`config.mk`:
```
export PLATFORM = sky130hd
export DESIGN_NAME = sorted_priority_queue_unit
export DESIGN_NICKNAME = d
export VERILOG_FILES = /design/src/sv/spq_pkg.sv /design/src/sv/spq_cell.sv /design/src/sv/sorted_priority_queue_unit.sv
export SDC_FILE = /design/constraint.sdc
export NUM_CORES = 2
export LEC_CHECK = 0
export BUFFER_PORTS_ARGS = -buffer_cell sky130_fd_sc_hd__buf_2
export CAP_MARGIN = 0
export CORE_MARGIN = 4
export CORE_UTILIZATION = 50
export CTS_CLUSTER_DIAMETER = 100
export DETAILED_ROUTE_END_ITERATION = 10
export GPL_TIMING_DRIVEN = 0
export HOLD_SLACK_MARGIN = 0.08
export PLACE_DENSITY = 0.75
export SYNTH_ARGS = -nofsm -noshare
export SYNTH_HDL_FRONTEND = slang
export SYNTH_SLANG_ARGS = --single-unit
export TNS_END_PERCENT = 20
```
`constraint.sdc`:
```
create_clock -name clk -period 9.1 [get_ports clk]
set_clock_uncertainty 0.15 [all_clocks]
set_input_delay 0.455 -clock clk [delete_from_list [all_inputs] [get_ports clk]]
set_output_delay 0.455 -clock clk [all_outputs]
set_load 0.005 [all_outputs]
```
`src/sv/spq_pkg.sv`:
```
// ----------------------------------------------------------------------------
// spq_pkg
// Shared types and constants of the sorted priority queue: request codes,
// result status codes and the request broadcast to the row of cells.
// ----------------------------------------------------------------------------
package spq_pkg;

    localparam int DEPTH_DEFAULT = 16;
    localparam int DATA_W        = 32;
    localparam int OCC_W         = 5;

    // request codes on the mode port
    localparam logic [1:0] MODE_ENQ = 2'd0;
    localparam logic [1:0] MODE_POP = 2'd1;
    localparam logic [1:0] MODE_REM = 2'd2;

    // result status codes
    localparam logic [1:0] STAT_OK       = 2'd0;
    localparam logic [1:0] STAT_EMPTY    = 2'd1;
    localparam logic [1:0] STAT_FULL     = 2'd2;
    localparam logic [1:0] STAT_NOTFOUND = 2'd3;

    typedef enum logic [2:0] {
        CELL_HOLD,
        CELL_ENQ,
        CELL_POP,
        CELL_REM_MATCH,
        CELL_REM_SHIFT
    } cell_op_t;

    // broadcast from the controller to every cell
    typedef struct packed {
        cell_op_t                   op;
        logic signed [DATA_W-1:0]   value;
        logic signed [DATA_W-1:0]   prio;
    } spq_req_t;

endpackage

```
`src/sv/spq_cell.sv`:
```
// ----------------------------------------------------------------------------
// spq_cell
// One slot of the sorted row. Holds an entry and moves data to or from its
// neighbors for insert, pop and remove.
// ----------------------------------------------------------------------------
module spq_cell (
    input  logic                                   clk,
    input  logic                                   rst_n,
    input  spq_pkg::spq_req_t                      req,
    input  logic                                   occupied,
    input  logic signed [spq_pkg::DATA_W-1:0]      prev_value,
    input  logic signed [spq_pkg::DATA_W-1:0]      prev_prio,
    input  logic signed [spq_pkg::DATA_W-1:0]      next_value,
    input  logic signed [spq_pkg::DATA_W-1:0]      next_prio,
    input  logic                                   lower_prev,
    input  logic                                   hit_prev,
    output logic signed [spq_pkg::DATA_W-1:0]      value,
    output logic signed [spq_pkg::DATA_W-1:0]      prio,
    output logic                                   lower,
    output logic                                   hit
);
    import spq_pkg::*;

    logic signed [DATA_W-1:0] value_reg, value_next;
    logic signed [DATA_W-1:0] prio_reg, prio_next;
    logic                     match_reg, match_next;

    // new entry belongs in front of this slot (empty slots count as lower)
    assign lower = !occupied || (req.prio > prio_reg);
    // a match exists at or before this slot
    assign hit   = hit_prev || match_reg;

    always_comb
    begin
        value_next = value_reg;
        prio_next  = prio_reg;
        match_next = match_reg;
        unique case (req.op)
            CELL_ENQ:
            begin
                if (lower_prev)
                begin
                    value_next = prev_value;
                    prio_next  = prev_prio;
                end
                else if (lower)
                begin
                    value_next = req.value;
                    prio_next  = req.prio;
                end
            end
            CELL_POP:
            begin
                value_next = next_value;
                prio_next  = next_prio;
            end
            CELL_REM_MATCH:
            begin
                match_next = occupied && (value_reg == req.value);
            end
            CELL_REM_SHIFT:
            begin
                if (hit)
                begin
                    value_next = next_value;
                    prio_next  = next_prio;
                end
            end
            default:
            begin
            end
        endcase
    end

    always_ff @(posedge clk or negedge rst_n)
    begin
        if (!rst_n)
        begin
            match_reg <= 1'b0;
        end
        else
        begin
            match_reg <= match_next;
        end
    end

    always_ff @(posedge clk)
    begin
        value_reg <= value_next;
        prio_reg  <= prio_next;
    end

    assign value = value_reg;
    assign prio  = prio_reg;

endmodule

```
`src/sv/sorted_priority_queue_unit.sv`:
```
// ----------------------------------------------------------------------------
// sorted_priority_queue_unit
// Sorted priority queue built as a row of compare-and-shift cells.
// ----------------------------------------------------------------------------
// Enqueue, pop and no-op requests complete from idle: busy stays low and a new
// request may be issued every cycle; the result strobe (done) rises in the
// cycle after the request. For remove, the cells first latch their data
// compare, then the first-match chain along the row decides the shift in the
// remove state, with busy high. done is a single-cycle strobe and
// cannot be stalled; popped_value, status and occupancy are valid with it.
// ----------------------------------------------------------------------------
module sorted_priority_queue_unit #(
    parameter int DEPTH = spq_pkg::DEPTH_DEFAULT
) (
    input  logic                                   clk,
    input  logic                                   rst_n,
    input  logic                                   start,
    output logic                                   busy,
    input  logic [1:0]                             mode,
    input  logic signed [spq_pkg::DATA_W-1:0]      item_value,
    input  logic signed [spq_pkg::DATA_W-1:0]      item_priority,
    output logic                                   done,
    output logic signed [spq_pkg::DATA_W-1:0]      popped_value,
    output logic [1:0]                             status,
    output logic [spq_pkg::OCC_W-1:0]              occupancy
);
    import spq_pkg::*;

    localparam int CW = $clog2(DEPTH + 1);

    typedef enum logic [1:0] {
        ST_IDLE   = 2'b01,
        ST_REMOVE = 2'b10
    } state_t;

    state_t                   state_reg, state_next;
    logic [CW-1:0]            count_reg, count_next;
    logic                     done_reg, done_next;
    logic signed [DATA_W-1:0] popped_reg, popped_next;
    logic [1:0]               status_reg, status_next;
    spq_req_t                 req;

    logic signed [DATA_W-1:0] cell_value [DEPTH];
    logic signed [DATA_W-1:0] cell_prio  [DEPTH];
    logic                     cell_lower [DEPTH];
    logic                     cell_hit   [DEPTH];

    genvar gi;
    generate
        for (gi = 0; gi < DEPTH; gi++)
        begin : g_cell
            logic signed [DATA_W-1:0] pv, pp, nv, np;
            logic                     lp, hp;
            if (gi == 0)
            begin : g_first
                assign pv = cell_value[gi];
                assign pp = cell_prio[gi];
                assign lp = 1'b0;
                assign hp = 1'b0;
            end
            else
            begin : g_mid
                assign pv = cell_value[gi-1];
                assign pp = cell_prio[gi-1];
                assign lp = cell_lower[gi-1];
                assign hp = cell_hit[gi-1];
            end
            if (gi == DEPTH - 1)
            begin : g_last
                assign nv = cell_value[gi];
                assign np = cell_prio[gi];
            end
            else
            begin : g_inner
                assign nv = cell_value[gi+1];
                assign np = cell_prio[gi+1];
            end
            spq_cell u_cell (
                .clk        (clk),
                .rst_n      (rst_n),
                .req        (req),
                .occupied   (count_reg > CW'(gi)),
                .prev_value (pv),
                .prev_prio  (pp),
                .next_value (nv),
                .next_prio  (np),
                .lower_prev (lp),
                .hit_prev   (hp),
                .value      (cell_value[gi]),
                .prio       (cell_prio[gi]),
                .lower      (cell_lower[gi]),
                .hit        (cell_hit[gi])
            );
        end
    endgenerate

    always_comb
    begin
        state_next  = state_reg;
        count_next  = count_reg;
        done_next   = 1'b0;
        popped_next = popped_reg;
        status_next = status_reg;
        req.op      = CELL_HOLD;
        req.value   = item_value;
        req.prio    = item_priority;
        unique case (state_reg)
            ST_IDLE:
            begin
                if (start)
                begin
                    popped_next = '0;
                    status_next = STAT_OK;
                    unique case (mode)
                        MODE_ENQ:
                        begin
                            done_next = 1'b1;
                            if (count_reg == CW'(DEPTH))
                            begin
                                status_next = STAT_FULL;
                            end
                            else
                            begin
                                req.op     = CELL_ENQ;
                                count_next = count_reg + 1'b1;
                            end
                        end
                        MODE_POP:
                        begin
                            done_next = 1'b1;
                            if (count_reg == '0)
                            begin
                                status_next = STAT_EMPTY;
                            end
                            else
                            begin
                                req.op      = CELL_POP;
                                popped_next = cell_value[0];
                                count_next  = count_reg - 1'b1;
                            end
                        end
                        MODE_REM:
                        begin
                            req.op     = CELL_REM_MATCH;
                            state_next = ST_REMOVE;
                        end
                        default:
                        begin
                            done_next = 1'b1;
                        end
                    endcase
                end
            end
            ST_REMOVE:
            begin
                req.op     = CELL_REM_SHIFT;
                done_next  = 1'b1;
                state_next = ST_IDLE;
                if (cell_hit[DEPTH-1])
                begin
                    count_next = count_reg - 1'b1;
                end
                else
                begin
                    status_next = STAT_NOTFOUND;
                end
            end
            default:
            begin
                state_next = ST_IDLE;
            end
        endcase
    end

    always_ff @(posedge clk or negedge rst_n)
    begin
        if (!rst_n)
        begin
            state_reg <= ST_IDLE;
            count_reg <= '0;
            done_reg  <= 1'b0;
        end
        else
        begin
            state_reg <= state_next;
            count_reg <= count_next;
            done_reg  <= done_next;
        end
    end

    always_ff @(posedge clk)
    begin
        popped_reg <= popped_next;
        status_reg <= status_next;
    end

    logic [CW+OCC_W-1:0] occ_wide;
    assign occ_wide = {{OCC_W{1'b0}}, count_reg};

    assign busy         = (state_reg == ST_REMOVE);
    assign done         = done_reg;
    assign popped_value = popped_reg;
    assign status       = status_reg;
    assign occupancy    = occ_wide[OCC_W-1:0];

endmodule
```
==> results.py <==
metrics = {
    "outcome": {
        "status": "complete, but fails checks",
        "violations": "capacitance limit, slew limit",
    },
    "synth": {
        "yosys.area_share.simple_pct": 13.61,
        "seq_area_frac_synth_pct": 45.93,
        "ys.flop_type": "edfxtp_1",
        "synth-xor-area-share_pct": 6.424,
        "ys_top_cells_by_area": "edfxtp_1 45%, ha_1 9.2%, nand2_1 4.5%",
        "ys_seq_elements": 1082,
        "muxShareOfSynthArea_pct": 2.890,
        "synth_commonest_cells": "1058 x edfxtp_1, 851 x nand2_1, 636 x nand3_1",
        "synth_fa_ha_area_share_pct": 9.213,
        "synth-edff-count": 1058,
        "yosysTopAreaCellShare_pct": 45.07,
        "post-synth-top-count-cell": "edfxtp_1",
        "synth_compound_area_share_pct": 15.58,
        "synth_cell_types": 73,
        "yosysTopAreaCell": "edfxtp_1",
        "avgSynthCellArea_um2": 9.926,
        "async_flop_share_pct": 2.218,
        "synth_top_family_by_area": "compound AO/OA/AOI/OAI gates",
        "syn_inst": 7101,
        "syn-num-nets": 7689,
        "yosys_warnings": 0,
        "netlist_area_mm2": 0.07048,
    },
    "global_route": {
        "grt_pass1_wl_um": 463100,
        "grt_overflow": 0,
        "grt_usage_pct": 44.58,
        "grt_pass1_vias": 62890,
        "antenna_found_initial": 27,
        "grt_max_degree": 50,
    },
    "die": {
        "fp-row-count": 137,
        "fp.dieH_um": 383.5,
        "core_mm2": 0.1397,
        "die_w_um": 383.5,
        "dieArea_mm2": 0.1470,
        "start_util_pct": 50.45,
        "io_pins": 110,
    },
    "critical_path": {
        "r2r_end": "g_cell[5].u_cell.prio[8]",
        "worst-path-stages": 12,
        "path_class": "reg2reg",
        "path_cells": "buf_2, nor2_1, a21boi_0, a21o_1, a21oi_1, nand3_1, clkbuf_1, nor3_1, nor3_2, buf_6, buf_6, buf_6",
        "crit_fanout": 11,
        "r2r_slack_ns": 2.69,
        "crit_slowest_cell": "a21boi_0",
        "cp-start-kind": "flop",
        "cp_num_buf_inv": 5,
        "crit_top_cell": "buf_6",
        "worst_ep_arrival_time_ns": 6.76,
        "endpoint_kind": "flop",
        "cp-startpoint": "occupancy[4]",
        "critPathRequiredTime_ns": 9.45,
        "slowest_delay_ns": 1.02,
        "crit_family": "simple AND/OR/NAND/NOR gates",
        "crit_path_end": "g_cell[5].u_cell.prio[8]",
        "reg2reg_from": "occupancy[4]",
        "reg2reg_depth": 12,
    },
    "detailed_routing": {
        "via_per_inst": 6.936,
        "drc_errors": 0,
        "wl_per_cell_um": 35.94,
        "dr.pass1.iters": 7,
        "wl_um": 337100,
        "antenna_left": 0,
        "via_count": 65060,
        "drt_iter0_drc": 10520,
    },
    "flow_run": {
        "drv_cap": 3,
    },
    "sta": {
        "fin_crit_ns": 6.410,
        "fin_crit_sh_pct": 70.44,
        "final.setup.tns_ns": 0,
        "tightest_slew_ns": 1.544,
        "max_slew_margin_pct": -2.956,
        "drv_slew": 24,
        "fmax_ghz": 0.1560,
        "setup_viol": 0,
        "grt_setup_unrepaired": "no",
        "hold_viol_final": 0,
    },
    "clocking": {
        "cts_buffers": 132,
        "ctsLongestPathBuffers": 3,
        "ctsRootBufferMaster": "clkbuf_16",
        "cts.clk_slew.worst_paths_ns": 0.06,
        "clk_latency_ns": 0.81,
        "cts_resized": 0,
        "numClockSinks": 1082,
        "cts.htree.levels": 4,
        "cts_tree": "built",
        "postCtsSetupRepairBufs": 0,
    },
    "cells_and_area": {
        "seqCellArea_mm2": 0.03237,
        "layout-drive-gt1-share_pct": 8.370,
        "multiInputGateArea_mm2": 0.03386,
        "final_util_pct": 56.41,
        "area_growth_pct": 11.80,
        "fill_cells": 12550,
        "final_nets": 7967,
    },
    "min_path": {
        "hold_class": "reg2reg",
        "worstHoldStart": "g_cell[15].u_cell.match_reg",
    },
    "power_and_ir_drop": {
        "powerDensity_mw_per_mm2": 495.2,
        "leakagePower_uw": 0.02989,
        "ir_drop_uv": 271.3,
        "power_uw": 39030,
    },
    "placement": {
        "dp_hpwl_um": 264000,
        "port_buffers": 76,
        "gp_congestion": 1.079,
    },
}
==> where the power goes <==
group | total (µW) | leakage [µW] | internal (µW) | switching (µW)
registers | 12300 | 0.0103 | 10100 | 2250
logic | 21300 | 0.0176 | 6540 | 14800
clock network | 5390 | 0.00205 | 3040 | 2350
total | 39000 | 0.0299 | 19600 | 19400
==> worst min-delay path by stage <==
stage	to	slack [ns]	cells past startpoint
2_1_floorplan	done	0.009	0
3_3_place_gp	g_cell[15].u_cell.match_reg	0.30	2
3_5_place_dp	g_cell[15].u_cell.match_reg	0.31	2
4_1_cts	g_cell[4].u_cell.match_reg	0.30	6
5_1_grt	state_reg[0]	0.36	2
6_report	g_cell[15].u_cell.match_reg	0.33	2
==> per-stage QoR <==
step           worst slack, ns  hold WS [ns]  instance area (µm²)  std cells
2_1_floorplan           0.9769      0.009409                70480       7101
3_5_place_dp             2.820        0.3135                74430       9112
3_3_place_gp            -6.760        0.3035                73210       9053
4_1_cts                  2.826        0.3010                78710       9354
5_1_grt                  2.909        0.3567                78750       9358
6_report                 2.690        0.3262                78800       9380
==> cell usage in the layout, fill, tap and decap left out, drive strengths merged, types with 11 or more instances in the layout <==
cell       n
mux2      65
nor3      51
ha       519
nor2b     21
diode     25
xnor2    306
buf      366
nand4    199
nor2     125
xor2     211
a31oi     46
clkbuf   516
edfxtp  1058
and2      35
o211ai   388
o221ai   283
a22oi     93
nand2b    12
dfrtp     23
nand3    636
a21o      36
nand2    852
o21ai    269
nor4      80
inv      534
mux2i    130
clkinv    50
a21boi    11
a21oi    413
a211oi    14
o21a      15
a221oi    13
==> worst reg2reg max path, cell delays in order, from the launching register on <==
cell,delay (ns)
dfrtp_1,0.41
buf_2,0.22
nor2_1,1.00
a21boi_0,1.02
a21o_1,0.48
a21oi_1,0.08
nand3_1,0.20
clkbuf_1,0.87
nor3_1,0.19
nor3_2,0.75
buf_6,0.29
buf_6,0.22
buf_6,0.21
==> kinds of logic after synthesis <==
kind of cell | count (synthesis)
flops | 1082
xor+xnor | 517
simple gates | 2042
fa+ha+maj | 519
mux | 195
buf+inv | 1108
compound gates | 1638
==> area by class of cell <==
class,count,area share [%]
antenna,25,0.07939
buffer,580,3.168
clock buffer,165,4.481
clock inverter,69,0.8288
inverter,528,2.515
multi-input combinational,4911,42.97
sequential,1082,41.08
tap,1876,2.979
timing repair buffer,144,1.897
==> layer usage <==
metal | GRT usage, % | routed length [µm] | vias up
met5 | 0 | 104 | -
met4 | 38.06 | 35830 | 16
met3 | 13.08 | 40780 | 1261
met2 | 65.72 | 142500 | 5245
met1 | 53.44 | 117800 | 31490
li1 | - | - | 27050
==> what timing repair did <==
item	in CTS	in global routing
endpoints found under the hold margin	36	0
endpoints found under the setup margin	0	0
hold buffers	8	0
Note: power is estimated with default switching activity, not from simulation.
